File: src/rtl/hslrgb_pkg.sv
// ----------------------------------------------------------------------------
// HSL to RGB converter package
// Field widths and stream packing constants shared by the converter modules.
// ----------------------------------------------------------------------------
`default_nettype none

package hslrgb_pkg;

    // Width of each input fraction field.
    localparam int IN_W = 13;

    // Width of one color component.
    localparam int COLOR_W = 8;

    // Largest color component value.
    localparam logic [COLOR_W-1:0] COLOR_MAX = {COLOR_W{1'b1}};

    // Three input fields packed, padded up to whole bytes.
    localparam int S_TDATA_W = ((3 * IN_W + 7) / 8) * 8;

    // Three color components packed.
    localparam int M_TDATA_W = 3 * COLOR_W;

endpackage

`default_nettype wire

File: src/rtl/hslrgb_front.sv
// ----------------------------------------------------------------------------
// HSL to RGB front stage
// Clamps the inputs, forms the saturation-lightness product, the grey byte
// and the hue ramp positions of the three channels.
// ----------------------------------------------------------------------------
`default_nettype none

module hslrgb_front #(
    parameter int FRAC_BITS = 12
) (
    input  logic                               clk,
    input  logic                               rst_n,
    input  logic                               in_valid,
    output logic                               in_ready,
    input  logic [hslrgb_pkg::IN_W-1:0]        hue,
    input  logic [hslrgb_pkg::IN_W-1:0]        saturation,
    input  logic [hslrgb_pkg::IN_W-1:0]        lightness,
    output logic                               out_valid,
    input  logic                               out_ready,
    output logic [FRAC_BITS:0]                 l_out,
    output logic [FRAC_BITS:0]                 s_out,
    output logic [2*FRAC_BITS:0]               p_out,
    output logic [FRAC_BITS:0]                 fr_out,
    output logic [FRAC_BITS:0]                 fg_out,
    output logic [FRAC_BITS:0]                 fb_out,
    output logic                               gray_out,
    output logic [hslrgb_pkg::COLOR_W-1:0]     gray_byte_out
);
    import hslrgb_pkg::*;

    localparam int LW   = FRAC_BITS + 1;
    localparam int PW   = 2 * FRAC_BITS + 1;
    localparam int CMPW = (IN_W > LW) ? IN_W : LW;
    localparam int TW   = FRAC_BITS + 4;
    localparam int GW   = LW + COLOR_W;

    localparam logic [CMPW-1:0] ONE_C   = CMPW'(1) << FRAC_BITS;
    localparam logic [TW-1:0]   T_ONE   = TW'(1) << FRAC_BITS;
    localparam logic [TW-1:0]   T_TWO   = TW'(2) << FRAC_BITS;
    localparam logic [TW-1:0]   T_THREE = TW'(3) << FRAC_BITS;
    localparam logic [TW-1:0]   T_FOUR  = TW'(4) << FRAC_BITS;
    localparam logic [TW-1:0]   T_SIX   = TW'(6) << FRAC_BITS;

    function automatic logic [LW-1:0] clamp_one(input logic [IN_W-1:0] v);
        logic [CMPW-1:0] w;
        w = CMPW'(v);
        if (w > ONE_C)
            w = ONE_C;
        return w[LW-1:0];
    endfunction

    // Position on the ramp as a weight of the mix difference:
    // rising edge, top plateau, falling edge, bottom.
    function automatic logic [LW-1:0] ramp_pos(input logic [TW-1:0] t);
        logic [TW-1:0] diff;
        logic [LW-1:0] f;
        diff = T_FOUR - t;
        if (t < T_ONE)
            f = t[LW-1:0];
        else if (t < T_THREE)
            f = T_ONE[LW-1:0];
        else if (t < T_FOUR)
            f = diff[LW-1:0];
        else
            f = '0;
        return f;
    endfunction

    logic [LW-1:0]        h_c, s_c, l_c;
    logic [2*LW-1:0]      prod;
    logic [TW-1:0]        h6, t_r_raw, t_r, t_b;
    logic [GW-1:0]        gray_w;
    logic [COLOR_W:0]     gray_sh;

    logic                 valid_reg;
    logic [LW-1:0]        l_reg, s_reg, l_next, s_next;
    logic [PW-1:0]        p_reg, p_next;
    logic [LW-1:0]        fr_reg, fg_reg, fb_reg, fr_next, fg_next, fb_next;
    logic                 gray_reg, gray_next;
    logic [COLOR_W-1:0]   gray_byte_reg, gray_byte_next;

    always_comb
    begin
        h_c = clamp_one(hue);
        s_c = clamp_one(saturation);
        l_c = clamp_one(lightness);

        prod   = {{LW{1'b0}}, s_c} * {{LW{1'b0}}, l_c};
        p_next = prod[PW-1:0];

        // Hue scaled by six, so a third of the circle is two units.
        h6      = (TW'(h_c) << 2) + (TW'(h_c) << 1);
        t_r_raw = h6 + T_TWO;
        t_r     = (t_r_raw > T_SIX) ? (t_r_raw - T_SIX) : t_r_raw;
        t_b     = (h6 < T_TWO) ? (h6 + T_FOUR) : (h6 - T_TWO);

        fr_next = ramp_pos(t_r);
        fg_next = ramp_pos(h6);
        fb_next = ramp_pos(t_b);

        gray_w  = (GW'(l_c) << COLOR_W) - GW'(l_c);
        gray_sh = gray_w[GW-1:FRAC_BITS];
        gray_byte_next = (gray_sh > {1'b0, COLOR_MAX}) ? COLOR_MAX
                                                      : gray_sh[COLOR_W-1:0];
        gray_next = (s_c == '0);
        l_next    = l_c;
        s_next    = s_c;
    end

    assign in_ready = !valid_reg || out_ready;

    always_ff @(posedge clk or negedge rst_n)
    begin
        if (!rst_n)
            valid_reg <= 1'b0;
        else if (in_ready)
            valid_reg <= in_valid;
    end

    always_ff @(posedge clk)
    begin
        if (in_valid && in_ready)
        begin
            l_reg         <= l_next;
            s_reg         <= s_next;
            p_reg         <= p_next;
            fr_reg        <= fr_next;
            fg_reg        <= fg_next;
            fb_reg        <= fb_next;
            gray_reg      <= gray_next;
            gray_byte_reg <= gray_byte_next;
        end
    end

    assign out_valid     = valid_reg;
    assign l_out         = l_reg;
    assign s_out         = s_reg;
    assign p_out         = p_reg;
    assign fr_out        = fr_reg;
    assign fg_out        = fg_reg;
    assign fb_out        = fb_reg;
    assign gray_out      = gray_reg;
    assign gray_byte_out = gray_byte_reg;

endmodule

`default_nettype wire

File: src/rtl/hslrgb_mix.sv
// ----------------------------------------------------------------------------
// HSL to RGB mix stage
// Forms the low mix level and the difference between the two mix levels.
// ----------------------------------------------------------------------------
`default_nettype none

module hslrgb_mix #(
    parameter int FRAC_BITS = 12
) (
    input  logic                               clk,
    input  logic                               rst_n,
    input  logic                               in_valid,
    output logic                               in_ready,
    input  logic [FRAC_BITS:0]                 l_in,
    input  logic [FRAC_BITS:0]                 s_in,
    input  logic [2*FRAC_BITS:0]               p_in,
    input  logic [FRAC_BITS:0]                 fr_in,
    input  logic [FRAC_BITS:0]                 fg_in,
    input  logic [FRAC_BITS:0]                 fb_in,
    input  logic                               gray_in,
    input  logic [hslrgb_pkg::COLOR_W-1:0]     gray_byte_in,
    output logic                               out_valid,
    input  logic                               out_ready,
    output logic [2*FRAC_BITS:0]               lo_out,
    output logic [2*FRAC_BITS:0]               d_out,
    output logic [FRAC_BITS:0]                 fr_out,
    output logic [FRAC_BITS:0]                 fg_out,
    output logic [FRAC_BITS:0]                 fb_out,
    output logic                               gray_out,
    output logic [hslrgb_pkg::COLOR_W-1:0]     gray_byte_out
);
    import hslrgb_pkg::*;

    localparam int LW = FRAC_BITS + 1;
    localparam int VW = 2 * FRAC_BITS + 1;
    localparam int XW = 2 * FRAC_BITS + 2;

    logic              low_half;
    logic [XW-1:0]     v2_x, v1_x, d_x, ls_sum;

    logic              valid_reg;
    logic [VW-1:0]     lo_reg, d_reg, lo_next, d_next;
    logic [LW-1:0]     fr_reg, fg_reg, fb_reg;
    logic              gray_reg;
    logic [COLOR_W-1:0] gray_byte_reg;

    always_comb
    begin
        // Lightness below one half when neither the one bit nor the half bit is set.
        low_half = !l_in[FRAC_BITS] && !l_in[FRAC_BITS-1];
        ls_sum   = XW'(l_in) + XW'(s_in);
        if (low_half)
        begin
            v2_x = (XW'(l_in) << FRAC_BITS) + XW'(p_in);
            d_x  = XW'(p_in) << 1;
        end
        else
        begin
            v2_x = (ls_sum << FRAC_BITS) - XW'(p_in);
            d_x  = ((XW'(s_in) << FRAC_BITS) - XW'(p_in)) << 1;
        end
        v1_x    = (XW'(l_in) << (FRAC_BITS + 1)) - v2_x;
        lo_next = v1_x[VW-1:0];
        d_next  = d_x[VW-1:0];
    end

    assign in_ready = !valid_reg || out_ready;

    always_ff @(posedge clk or negedge rst_n)
    begin
        if (!rst_n)
            valid_reg <= 1'b0;
        else if (in_ready)
            valid_reg <= in_valid;
    end

    always_ff @(posedge clk)
    begin
        if (in_valid && in_ready)
        begin
            lo_reg        <= lo_next;
            d_reg         <= d_next;
            fr_reg        <= fr_in;
            fg_reg        <= fg_in;
            fb_reg        <= fb_in;
            gray_reg      <= gray_in;
            gray_byte_reg <= gray_byte_in;
        end
    end

    assign out_valid     = valid_reg;
    assign lo_out        = lo_reg;
    assign d_out         = d_reg;
    assign fr_out        = fr_reg;
    assign fg_out        = fg_reg;
    assign fb_out        = fb_reg;
    assign gray_out      = gray_reg;
    assign gray_byte_out = gray_byte_reg;

endmodule

`default_nettype wire

File: src/rtl/hslrgb_ramp.sv
// ----------------------------------------------------------------------------
// HSL to RGB ramp stages
// Weights the mix difference by each channel's ramp position, then adds the
// low mix level, giving each channel's value at cube scale.
// ----------------------------------------------------------------------------
`default_nettype none

module hslrgb_ramp #(
    parameter int FRAC_BITS = 12
) (
    input  logic                               clk,
    input  logic                               rst_n,
    input  logic                               in_valid,
    output logic                               in_ready,
    input  logic [2*FRAC_BITS:0]               lo_in,
    input  logic [2*FRAC_BITS:0]               d_in,
    input  logic [FRAC_BITS:0]                 fr_in,
    input  logic [FRAC_BITS:0]                 fg_in,
    input  logic [FRAC_BITS:0]                 fb_in,
    input  logic                               gray_in,
    input  logic [hslrgb_pkg::COLOR_W-1:0]     gray_byte_in,
    output logic                               out_valid,
    input  logic                               out_ready,
    output logic [3*FRAC_BITS:0]               cr_out,
    output logic [3*FRAC_BITS:0]               cg_out,
    output logic [3*FRAC_BITS:0]               cb_out,
    output logic                               gray_out,
    output logic [hslrgb_pkg::COLOR_W-1:0]     gray_byte_out
);
    import hslrgb_pkg::*;

    localparam int VW = 2 * FRAC_BITS + 1;
    localparam int MW = 3 * FRAC_BITS + 2;
    localparam int CW = 3 * FRAC_BITS + 1;

    // Multiply stage.
    logic               mul_valid_reg, mul_ready;
    logic [MW-1:0]      pr_reg, pg_reg, pb_reg, pr_next, pg_next, pb_next;
    logic [VW-1:0]      lo_reg;
    logic               mul_gray_reg;
    logic [COLOR_W-1:0] mul_gray_byte_reg;

    // Sum stage.
    logic               sum_valid_reg, sum_ready;
    logic [MW-1:0]      lo_sh, sr_x, sg_x, sb_x;
    logic [CW-1:0]      cr_reg, cg_reg, cb_reg, cr_next, cg_next, cb_next;
    logic               sum_gray_reg;
    logic [COLOR_W-1:0] sum_gray_byte_reg;

    always_comb
    begin
        pr_next = MW'(d_in) * MW'(fr_in);
        pg_next = MW'(d_in) * MW'(fg_in);
        pb_next = MW'(d_in) * MW'(fb_in);
    end

    always_comb
    begin
        lo_sh   = MW'(lo_reg) << FRAC_BITS;
        sr_x    = lo_sh + pr_reg;
        sg_x    = lo_sh + pg_reg;
        sb_x    = lo_sh + pb_reg;
        cr_next = sr_x[CW-1:0];
        cg_next = sg_x[CW-1:0];
        cb_next = sb_x[CW-1:0];
    end

    assign sum_ready = !sum_valid_reg || out_ready;
    assign mul_ready = !mul_valid_reg || sum_ready;
    assign in_ready  = mul_ready;

    always_ff @(posedge clk or negedge rst_n)
    begin
        if (!rst_n)
        begin
            mul_valid_reg <= 1'b0;
            sum_valid_reg <= 1'b0;
        end
        else
        begin
            if (mul_ready)
                mul_valid_reg <= in_valid;
            if (sum_ready)
                sum_valid_reg <= mul_valid_reg;
        end
    end

    always_ff @(posedge clk)
    begin
        if (in_valid && mul_ready)
        begin
            pr_reg            <= pr_next;
            pg_reg            <= pg_next;
            pb_reg            <= pb_next;
            lo_reg            <= lo_in;
            mul_gray_reg      <= gray_in;
            mul_gray_byte_reg <= gray_byte_in;
        end
        if (mul_valid_reg && sum_ready)
        begin
            cr_reg            <= cr_next;
            cg_reg            <= cg_next;
            cb_reg            <= cb_next;
            sum_gray_reg      <= mul_gray_reg;
            sum_gray_byte_reg <= mul_gray_byte_reg;
        end
    end

    assign out_valid     = sum_valid_reg;
    assign cr_out        = cr_reg;
    assign cg_out        = cg_reg;
    assign cb_out        = cb_reg;
    assign gray_out      = sum_gray_reg;
    assign gray_byte_out = sum_gray_byte_reg;

endmodule

`default_nettype wire

File: src/rtl/hslrgb_out.sv
// ----------------------------------------------------------------------------
// HSL to RGB output stage
// Scales each channel by 255, truncates and saturates it to a byte, selects
// grey for zero saturation and holds the result in the output register.
// ----------------------------------------------------------------------------
`default_nettype none

module hslrgb_out #(
    parameter int FRAC_BITS = 12
) (
    input  logic                               clk,
    input  logic                               rst_n,
    input  logic                               in_valid,
    output logic                               in_ready,
    input  logic [3*FRAC_BITS:0]               cr_in,
    input  logic [3*FRAC_BITS:0]               cg_in,
    input  logic [3*FRAC_BITS:0]               cb_in,
    input  logic                               gray_in,
    input  logic [hslrgb_pkg::COLOR_W-1:0]     gray_byte_in,
    output logic                               out_valid,
    input  logic                               out_ready,
    output logic [hslrgb_pkg::COLOR_W-1:0]     red,
    output logic [hslrgb_pkg::COLOR_W-1:0]     green,
    output logic [hslrgb_pkg::COLOR_W-1:0]     blue
);
    import hslrgb_pkg::*;

    localparam int CW = 3 * FRAC_BITS + 1;
    localparam int BW = CW + COLOR_W;

    function automatic logic [COLOR_W-1:0] to_byte(input logic [CW-1:0] c);
        logic [BW-1:0]    scaled;
        logic [COLOR_W:0] top;
        scaled = (BW'(c) << COLOR_W) - BW'(c);
        top    = scaled[BW-1:3*FRAC_BITS];
        return (top > {1'b0, COLOR_MAX}) ? COLOR_MAX : top[COLOR_W-1:0];
    endfunction

    logic               valid_reg;
    logic [COLOR_W-1:0] red_reg, green_reg, blue_reg;
    logic [COLOR_W-1:0] red_next, green_next, blue_next;

    always_comb
    begin
        if (gray_in)
        begin
            red_next   = gray_byte_in;
            green_next = gray_byte_in;
            blue_next  = gray_byte_in;
        end
        else
        begin
            red_next   = to_byte(cr_in);
            green_next = to_byte(cg_in);
            blue_next  = to_byte(cb_in);
        end
    end

    assign in_ready = !valid_reg || out_ready;

    always_ff @(posedge clk or negedge rst_n)
    begin
        if (!rst_n)
            valid_reg <= 1'b0;
        else if (in_ready)
            valid_reg <= in_valid;
    end

    always_ff @(posedge clk)
    begin
        if (in_valid && in_ready)
        begin
            red_reg   <= red_next;
            green_reg <= green_next;
            blue_reg  <= blue_next;
        end
    end

    assign out_valid = valid_reg;
    assign red       = red_reg;
    assign green     = green_reg;
    assign blue      = blue_reg;

endmodule

`default_nettype wire

File: src/rtl/hsl_to_rgb_converter_core.sv
// An accepted beat passes the front, mix, multiply, sum and output registers.
// Throughput: one pixel per clock; every stage advances on its own handshake.
// The rate is set by the five-stage pipeline, whose deepest stage holds the
// three ramp multipliers. A stalled output lets earlier stages fill up.
// Reset clears only the stage valid bits; data registers are not reset.
// ----------------------------------------------------------------------------
// HSL to RGB converter core
// Converts one pixel per beat from hue, saturation and lightness fractions to
// 8-bit red, green and blue by the standard HSL rule, in fixed point.
// ----------------------------------------------------------------------------
`default_nettype none

module hsl_to_rgb_converter_core #(
    parameter int FRAC_BITS = 12
) (
    input  logic                                 clk,
    input  logic                                 rst_n,
    input  logic                                 s_tvalid,
    output logic                                 s_tready,
    // hue [12:0], saturation [25:13], lightness [38:26], zero pad above
    input  logic [hslrgb_pkg::S_TDATA_W-1:0]     s_tdata,
    output logic                                 m_tvalid,
    input  logic                                 m_tready,
    // red [7:0], green [15:8], blue [23:16]
    output logic [hslrgb_pkg::M_TDATA_W-1:0]     m_tdata
);
    import hslrgb_pkg::*;

    localparam int LW = FRAC_BITS + 1;
    localparam int VW = 2 * FRAC_BITS + 1;
    localparam int CW = 3 * FRAC_BITS + 1;

    logic [IN_W-1:0]    hue, saturation, lightness;

    logic               fr_valid, fr_ready;
    logic [LW-1:0]      fr_l, fr_s, fr_fr, fr_fg, fr_fb;
    logic [VW-1:0]      fr_p;
    logic               fr_gray;
    logic [COLOR_W-1:0] fr_gray_byte;

    logic               mx_valid, mx_ready;
    logic [VW-1:0]      mx_lo, mx_d;
    logic [LW-1:0]      mx_fr, mx_fg, mx_fb;
    logic               mx_gray;
    logic [COLOR_W-1:0] mx_gray_byte;

    logic               rp_valid, rp_ready;
    logic [CW-1:0]      rp_cr, rp_cg, rp_cb;
    logic               rp_gray;
    logic [COLOR_W-1:0] rp_gray_byte;

    logic               ot_ready;
    logic [COLOR_W-1:0] red, green, blue;

    assign hue        = s_tdata[IN_W-1:0];
    assign saturation = s_tdata[2*IN_W-1:IN_W];
    assign lightness  = s_tdata[3*IN_W-1:2*IN_W];

    hslrgb_front #(.FRAC_BITS(FRAC_BITS)) u_front (
        .clk           (clk),
        .rst_n         (rst_n),
        .in_valid      (s_tvalid),
        .in_ready      (s_tready),
        .hue           (hue),
        .saturation    (saturation),
        .lightness     (lightness),
        .out_valid     (fr_valid),
        .out_ready     (fr_ready),
        .l_out         (fr_l),
        .s_out         (fr_s),
        .p_out         (fr_p),
        .fr_out        (fr_fr),
        .fg_out        (fr_fg),
        .fb_out        (fr_fb),
        .gray_out      (fr_gray),
        .gray_byte_out (fr_gray_byte)
    );

    hslrgb_mix #(.FRAC_BITS(FRAC_BITS)) u_mix (
        .clk           (clk),
        .rst_n         (rst_n),
        .in_valid      (fr_valid),
        .in_ready      (fr_ready),
        .l_in          (fr_l),
        .s_in          (fr_s),
        .p_in          (fr_p),
        .fr_in         (fr_fr),
        .fg_in         (fr_fg),
        .fb_in         (fr_fb),
        .gray_in       (fr_gray),
        .gray_byte_in  (fr_gray_byte),
        .out_valid     (mx_valid),
        .out_ready     (mx_ready),
        .lo_out        (mx_lo),
        .d_out         (mx_d),
        .fr_out        (mx_fr),
        .fg_out        (mx_fg),
        .fb_out        (mx_fb),
        .gray_out      (mx_gray),
        .gray_byte_out (mx_gray_byte)
    );

    hslrgb_ramp #(.FRAC_BITS(FRAC_BITS)) u_ramp (
        .clk           (clk),
        .rst_n         (rst_n),
        .in_valid      (mx_valid),
        .in_ready      (mx_ready),
        .lo_in         (mx_lo),
        .d_in          (mx_d),
        .fr_in         (mx_fr),
        .fg_in         (mx_fg),
        .fb_in         (mx_fb),
        .gray_in       (mx_gray),
        .gray_byte_in  (mx_gray_byte),
        .out_valid     (rp_valid),
        .out_ready     (rp_ready),
        .cr_out        (rp_cr),
        .cg_out        (rp_cg),
        .cb_out        (rp_cb),
        .gray_out      (rp_gray),
        .gray_byte_out (rp_gray_byte)
    );

    hslrgb_out #(.FRAC_BITS(FRAC_BITS)) u_out (
        .clk          (clk),
        .rst_n        (rst_n),
        .in_valid     (rp_valid),
        .in_ready     (ot_ready),
        .cr_in        (rp_cr),
        .cg_in        (rp_cg),
        .cb_in        (rp_cb),
        .gray_in      (rp_gray),
        .gray_byte_in (rp_gray_byte),
        .out_valid    (m_tvalid),
        .out_ready    (m_tready),
        .red          (red),
        .green        (green),
        .blue         (blue)
    );

    assign rp_ready = ot_ready;
    assign m_tdata  = {blue, green, red};

    // An empty output register means every stage can take a beat.
    assert property (@(posedge clk) disable iff (!rst_n)
        !m_tvalid |-> s_tready)
        else $error("input stalled while the output register is empty");

    // An accepted beat always lands in the front stage.
    assert property (@(posedge clk) disable iff (!rst_n)
        (s_tvalid && s_tready) |=> fr_valid)
        else $error("accepted beat missing from the front stage");

    // A beat leaving the ramp stages always reaches the output register.
    assert property (@(posedge clk) disable iff (!rst_n)
        (rp_valid && ot_ready) |=> m_tvalid)
        else $error("beat lost between ramp and output stages");

endmodule

`default_nettype wire

File: config.mk
export PLATFORM = sky130hd
export DESIGN_NAME = hsl_to_rgb_converter_core
export DESIGN_NICKNAME = d
export VERILOG_FILES = /design/src/rtl/hslrgb_pkg.sv /design/src/rtl/hslrgb_front.sv /design/src/rtl/hslrgb_mix.sv /design/src/rtl/hslrgb_ramp.sv /design/src/rtl/hslrgb_out.sv /design/src/rtl/hsl_to_rgb_converter_core.sv
export SDC_FILE = /design/constraint.sdc
export NUM_CORES = 2
export LEC_CHECK = 0
export ABC_AREA = 1
export ABC_CLOCK_PERIOD_IN_PS = 8500
export BUFFER_PORTS_ARGS = -buffer_cell sky130_fd_sc_hd__buf_4
export CELL_PAD_IN_SITES_DETAIL_PLACEMENT = 2
export CELL_PAD_IN_SITES_GLOBAL_PLACEMENT = 2
export CORE_ASPECT_RATIO = 1.4
export CORE_MARGIN = 2
export CORE_UTILIZATION = 44
export DETAILED_ROUTE_END_ITERATION = 10
export PLACE_DENSITY_LB_ADDON = 0.1
export SYNTH_ARGS = -nofsm -noshare
export SYNTH_HDL_FRONTEND = slang
export SYNTH_SLANG_ARGS = --single-unit
File: constraint.sdc
create_clock -name clk -period 8.5 [get_ports clk]
set_input_delay 1.275 -clock clk [delete_from_list [all_inputs] [get_ports clk]]
set_output_delay 1.275 -clock clk [all_outputs]
set_load 0.03 [all_outputs]
### Word level (Yosys, flattened, before mapping)

Index checks and enable logic that the tools add are counted.

| word-level totals | value |
|---|---|
| register bits after elaboration | 491 |
| bits of input ports | 44 |
| output and inout bits | 26 |

| cells by class | value |
|---|---|
| add/subtract/negate cells | 20 |
| $mul | 4 |
| order comparisons | 18 |
| mux-type cells | 22 |
| reductions and logical operators | 19 |

Operators with widths:

| operator | number |
|---|---|
| 13-bit 2-to-1 mux | 12 |
| 45-bit by 37-bit subtractor with 45-bit output | 3 |
| 37-bit adder | 3 |
| 25-bit by 13-bit multiplier with 37-bit output | 3 |
| 16-bit by 14-bit less-than comparator with 1-bit output, second input constant | 4 |
| 25-bit 2-to-1 mux | 2 |
| 25-bit subtractor | 2 |
| 16-bit by 13-bit less-than comparator with 1-bit output, second input constant | 3 |
| 16-bit by 15-bit less-than comparator with 1-bit output, second input constant | 3 |
| 8-bit 2-to-1 mux | 6 |
| 13-bit greater-than comparator, second input constant | 3 |
| 1-bit by 13-bit subtractor with 13-bit output, first input constant | 3 |
| 9-bit by 8-bit greater-than comparator with 1-bit output, second input constant | 4 |
| 16-bit 2-to-1 mux | 2 |
| 25-bit adder | 1 |
| 13-bit by 13-bit multiplier with 25-bit output | 1 |
| 24-bit subtractor | 1 |
| 21-bit by 13-bit subtractor with 21-bit output | 1 |
| 15-bit by 14-bit adder with 16-bit output | 1 |
| 16-bit by 14-bit adder with 16-bit output, second input constant | 1 |
| 16-bit by 15-bit adder with 16-bit output, second input constant | 1 |
| 16-bit by 15-bit greater-than comparator with 1-bit output, second input constant | 1 |
| 16-bit by 14-bit subtractor with 16-bit output, second input constant | 1 |
| 16-bit by 15-bit subtractor with 16-bit output, second input constant | 1 |
| 5 further kinds | 20 |

### Longest topological paths before layout

| depth | value |
|---|---|
| depth after elaboration | 10 |
| depth in mapped cells | 29 |
| mapped depth without buffers | 28 |

### Cells and area by module

From an unflattened synthesis, not the netlist that was laid out.

| second synthesis, totals | value |
|---|---|
| cell total of the unflattened synthesis | 10113 |
| area, all modules | 73590.6 um^2 |

Modules (own cells, without submodules):

| module | times used | cells each | area each (um^2) |
|---|---|---|---|
| hslrgb_ramp | 1 | 6267 | 47073.9 |
| hslrgb_front | 1 | 1304 | 10965.5 |
| hslrgb_out | 1 | 1667 | 8255.4 |
| hslrgb_mix | 1 | 875 | 7295.7 |

### Least setup slack after synthesis

OpenSTA, ideal clock, no wires.

| timing | value |
|---|---|
| path kind | input-to-reg |
| from | input port s_tdata[30] (netlist name) |
| to | register u_front.p_reg[20], in the netlist u_front.p_out[20], data pin |
| setup time | 0.258 ns |
| arrival time | 6.397 ns |
| required time | 8.242 ns |
| slack | 1.845 ns |
| cell stages on the path | 26 |
| path buffers | 1 |
| cells stage by stage | inv_1 nand3_1 nor4_1 nand2_1 nand2_2 nand2_1 inv_1 buf_1 nand2_1 fa_1 fa_1 inv_1 fa_1 fa_1 inv_1 fa_1 inv_1 ha_1 nand2_1 nor2_1 nand2_1 o211ai_1 a31oi_1 o21ai_0 a21oi_1 xnor2_1 |

| on the way | value |
|---|---|
| cells in the longest elaborated chain, start to end | 3 |

Ends and longest elaborated chain:

| element | line | RTL |
|---|---|---|
| start, declared | hsl_to_rgb_converter_core.sv:21 | `input logic [hslrgb_pkg::S_TDATA_W-1:0] s_tdata,` |
| 13-bit greater-than comparator | hslrgb_front.sv:47 | `if (w > ONE_C)` |
| 13-bit 2-to-1 mux | hslrgb_front.sv:47 |  |
| via u_front.l_c[5] | hslrgb_front.sv:69 | `logic [LW-1:0] h_c, s_c, l_c;` |
| 13-bit by 13-bit multiplier with 25-bit output | hslrgb_front.sv:88 | `prod = {{LW{1'b0}}, s_c} * {{LW{1'b0}}, l_c};` |
| via u_front.prod[20] | hslrgb_front.sv:70 | `logic [2*LW-1:0] prod;` |
| end signal, assigned | hslrgb_front.sv:126 | `p_reg <= p_next;` |
| end, declared | hslrgb_front.sv:77 | `logic [PW-1:0] p_reg, p_next;` |

The timed path passes the listed nets, and every way through them passes these cells.
A chain may end at the register's enable or synchronous reset.

### Final worst setup path

| timing | value |
|---|---|
| from | register u_mix.d_reg[7], in the netlist u_mix.d_out[7] |
| to | register u_ramp.pr_reg[33], data pin |

| on the way | value |
|---|---|
| cells in the longest elaborated chain, start to end | 1 |

Ends and longest elaborated chain:

| element | line | RTL |
|---|---|---|
| start, declared | hslrgb_mix.sv:42 | `logic [VW-1:0] lo_reg, d_reg, lo_next, d_next;` |
| start signal, assigned | hslrgb_mix.sv:82 | `d_reg <= d_next;` |
| 25-bit by 13-bit multiplier with 37-bit output | hslrgb_ramp.sv:52 | `pr_next = MW'(d_in) * MW'(fr_in);` |
| via u_ramp.pr_next[33] | hslrgb_ramp.sv:38 | `logic [MW-1:0] pr_reg, pg_reg, pb_reg, pr_next, pg_next, pb_next;` |
| end signal, assigned | hslrgb_ramp.sv:92 | `pr_reg <= pr_next;` |
| end, declared | hslrgb_ramp.sv:38 |  |

The timed path passes the listed nets, and every way through them passes these cells.

==> out/metrics.csv <==
metric,value,unit
outcome,finished clean,
crit end category,register,
total wirelength of the detailed-routed design,233000,um
worst hold path class,in2async,
Starting Density,0.443,
number of max-capacitance violations reported,0,
last weighted congestion value of the routability-driven placer,0.930,
TritonCTS buffer count,51,
vias in the first global route,61145,
final count of hold timing violations,0,
Worst Path Required,8.82,ns
top fanout value on the critical path,22,
Core ar.,0.139,sq mm
Total Nets Final,8787,
IO Count,70,
layout cell share with drive strength beyond 1,0.0392,
maximum number of pins on one net before global-route repair,71,
number of design-rule violations left by the first detailed-router iteration,2267,
die area,0.143,sq mm
die width,321,um
detailed-placement wirelength estimate,191000,um
synthesized cell area,0.0617,sq mm
wire length of the first global-routing pass,360000,um
vias per std cell,5.58,
critical path's top delay family,adder cells,
mean instance size in the synthesized netlist,8.35,sq um
wire length per cell after detailed routing,25.3,um
router iterations before antenna repair,5,
Startpoint Class,register,
count of pins over their slew limit,0,
clock tree from TritonCTS,yes,
Setup TNS,0,ns
number of stages on the worst setup path,22,
hold-fix buffer count after cts,0,
Synth warnings,0,
ordered list of cells on the worst path,buf_4 -> nand2_1 -> fa_1 -> inv_1 -> fa_1 -> inv_1 -> fa_1 -> inv_1 -> fa_1 -> fa_1 -> ha_1 -> a21oi_1 -> inv_1 -> o21ai_0 -> nand2_1 -> nand2_1 -> nand3_1 -> a21o_1 -> a21boi_0 -> o21ai_0 -> nand2_1 -> nand2_1,
shortest clock period the worst path allows after layout,7.16,ns
number of standard-cell rows in the floorplan,162,
setup repair after global routing missed its margin,false,
number of design rule violations left after detail routing,0,
most used flip-flop cell after synthesis,sky130_fd_sc_hd__edfxtp_1,
critical path start-end classification,reg2reg,
clk slew on worst S/H paths,0.07,ns
"Gates resized, CTS repair",0,
relative slew slack,0.150,
R2R cell count,22,
Peak Freq,140,MHz
via total after detailed routing,51458,
Clk Tree Root Cell,sky130_fd_sc_hd__clkbuf_16,
Synth area leader,sky130_fd_sc_hd__fa_1,
Max Clock Skew,0.0306,ns
deepest clock path buffer count,3,
global-route usage over all layers,0.331,
count of H-tree levels built during CTS,2,
pin slew with the least headroom to its limit,1.28,ns
"EDFF count, synth",466,
gate count after technology mapping,7389,
largest cells by area after synthesis,"sky130_fd_sc_hd__fa_1 (25%), sky130_fd_sc_hd__edfxtp_1 (23%), sky130_fd_sc_hd__ha_1 (12%), sky130_fd_sc_hd__nand2_1 (11%), sky130_fd_sc_hd__inv_1 (9.9%)",
number of antenna violations at the first check in global routing,11,
insertion delay of the later-clocked pin in the worst-skew pair,0.68,ns
synth-to-layout area growth,6.84,%
height of the die,447,um
area fraction of the dominant cell type after synthesis,0.255,
final clock period utilization by the worst path,0.842,
Post-CTS Repair Setup Buffers,0,
total clock sinks,471,
global route total overflow,0,
post-synthesis sequential element count,471,
sequential cell area fraction in the yosys report,0.229,
crit path buf inv count,5,
count of distinct cell types in the synthesized netlist,63,
slowest cell delay on critical path,0.94,ns
cell with the largest stage delay on the worst path,sky130_fd_sc_hd__edfxtp_1,
setup violation total in the final timing report,0,
"antenna viol nets, final",0,
# fillers,15596,
async set-reset flop share out of synthesis,0.0106,
critical path arrival,7.48,ns
IO Port Bufs,68,
syn nets,8797,
[area by class of cell]
cell class,instances,area [sq um],area share
Sequential cell,471,14100,0.214
Clock buffer,60,1310,0.0199
Clock inverter,33,340,0.00516
Multi-Input combinational cell,5073,40700,0.617
Tap cell,1804,2260,0.0342
Antenna cell,2,5.00,0.0000759
Inverter,1645,6180,0.0938
Timing Repair Buffer,137,1050,0.0160
[cell usage after synthesis (15+ instances only)]
library cell,n
sky130_fd_sc_hd__nand3_1,209
sky130_fd_sc_hd__a21oi_1,371
sky130_fd_sc_hd__xor2_1,182
sky130_fd_sc_hd__fa_1,786
sky130_fd_sc_hd__nand4_1,70
sky130_fd_sc_hd__nor4_1,33
sky130_fd_sc_hd__nor3_1,66
sky130_fd_sc_hd__ha_1,578
sky130_fd_sc_hd__o21a_1,15
sky130_fd_sc_hd__a31oi_1,36
sky130_fd_sc_hd__o21bai_1,25
sky130_fd_sc_hd__nand2_1,1806
sky130_fd_sc_hd__inv_1,1624
sky130_fd_sc_hd__nor2_1,394
sky130_fd_sc_hd__clkinv_1,15
sky130_fd_sc_hd__edfxtp_1,466
sky130_fd_sc_hd__o211ai_1,18
sky130_fd_sc_hd__a21o_1,37
sky130_fd_sc_hd__clkbuf_1,186
sky130_fd_sc_hd__o21ai_0,217
sky130_fd_sc_hd__xnor2_1,78
[worst paths after layout]
kind,from,end,slack [ns]
max,u_mix.d_out[7]$_DFFE_PP_,u_ramp.pr_reg[33]$_DFFE_PP_,1.34
min,rst_n,u_front.out_valid$_DFFE_PN0N_,0.39
max reg2reg,u_mix.d_out[7]$_DFFE_PP_,u_ramp.pr_reg[33]$_DFFE_PP_,1.34
min reg2reg,u_front.fb_out[11]$_DFFE_PP_,u_mix.fb_out[11]$_DFFE_PP_,0.42
max in group asynchronous,rst_n,u_mix.out_valid$_DFFE_PN0P_,8.00
min in group clk,u_front.fb_out[11]$_DFFE_PP_,u_mix.fb_out[11]$_DFFE_PP_,0.42
[cell families (layout without fill, tap and decap cells)]
| group | count (synthesis) | count (layout) | share of synthesized area |
|---|---|---|---|
| buf+inv | 1845 | 1875 | 0.113 |
| simple gates | 2646 | 2646 | 0.175 |
| fa+ha+maj | 1364 | 1364 | 0.372 |
| flops | 471 | 471 | 0.229 |
| compound gates | 797 | 797 | 0.0727 |
| other cells | 0 | 2 | 0 |
| xor+xnor | 266 | 266 | 0.0385 |
[stage by stage]
stage	hold slack [ns]	std cells	cell area (sq um)	util	worst slack, ns
finish	0.386	9225	65900	0.474	1.34
floorplan	0.400	7389	61700	-	1.84
CTS	0.338	9223	65900	0.474	1.38
global placement	0.400	9130	64300	0.462	0.991
global route	0.355	9223	65900	0.474	0.961
detailed placement	0.407	9130	64300	0.462	0.847
[cells in the final DEF (no fill, tap or decap), drive strengths merged, types with 34 or more instances in the layout]
master  netlist  final
ha          578    578
o21ai       236    236
clkbuf      186     60
nand4        71     71
xnor2        78     78
a21o         37     37
nor3         70     70
fa          786    786
nor2        403    403
a31oi        36     36
buf          14    137
a21oi       373    373
nand2      1822   1822
xor2        188    188
nand3       215    215
edfxtp      466    466
inv        1630   1633
clkinv       15     38
nor4         34     34
[per-layer routing]
layer	vias to the layer above	GRT usage	wire, um
met5	-	0	0
met4	0	0.193	15700
met3	634	0.0335	7650
met2	1188	0.623	123000
met1	26714	0.358	86700
li1	22922	-	-
Power is left out: the tool's default activity adds up to more than one toggle a clock period on the data nets, which glitch-free logic cannot reach.
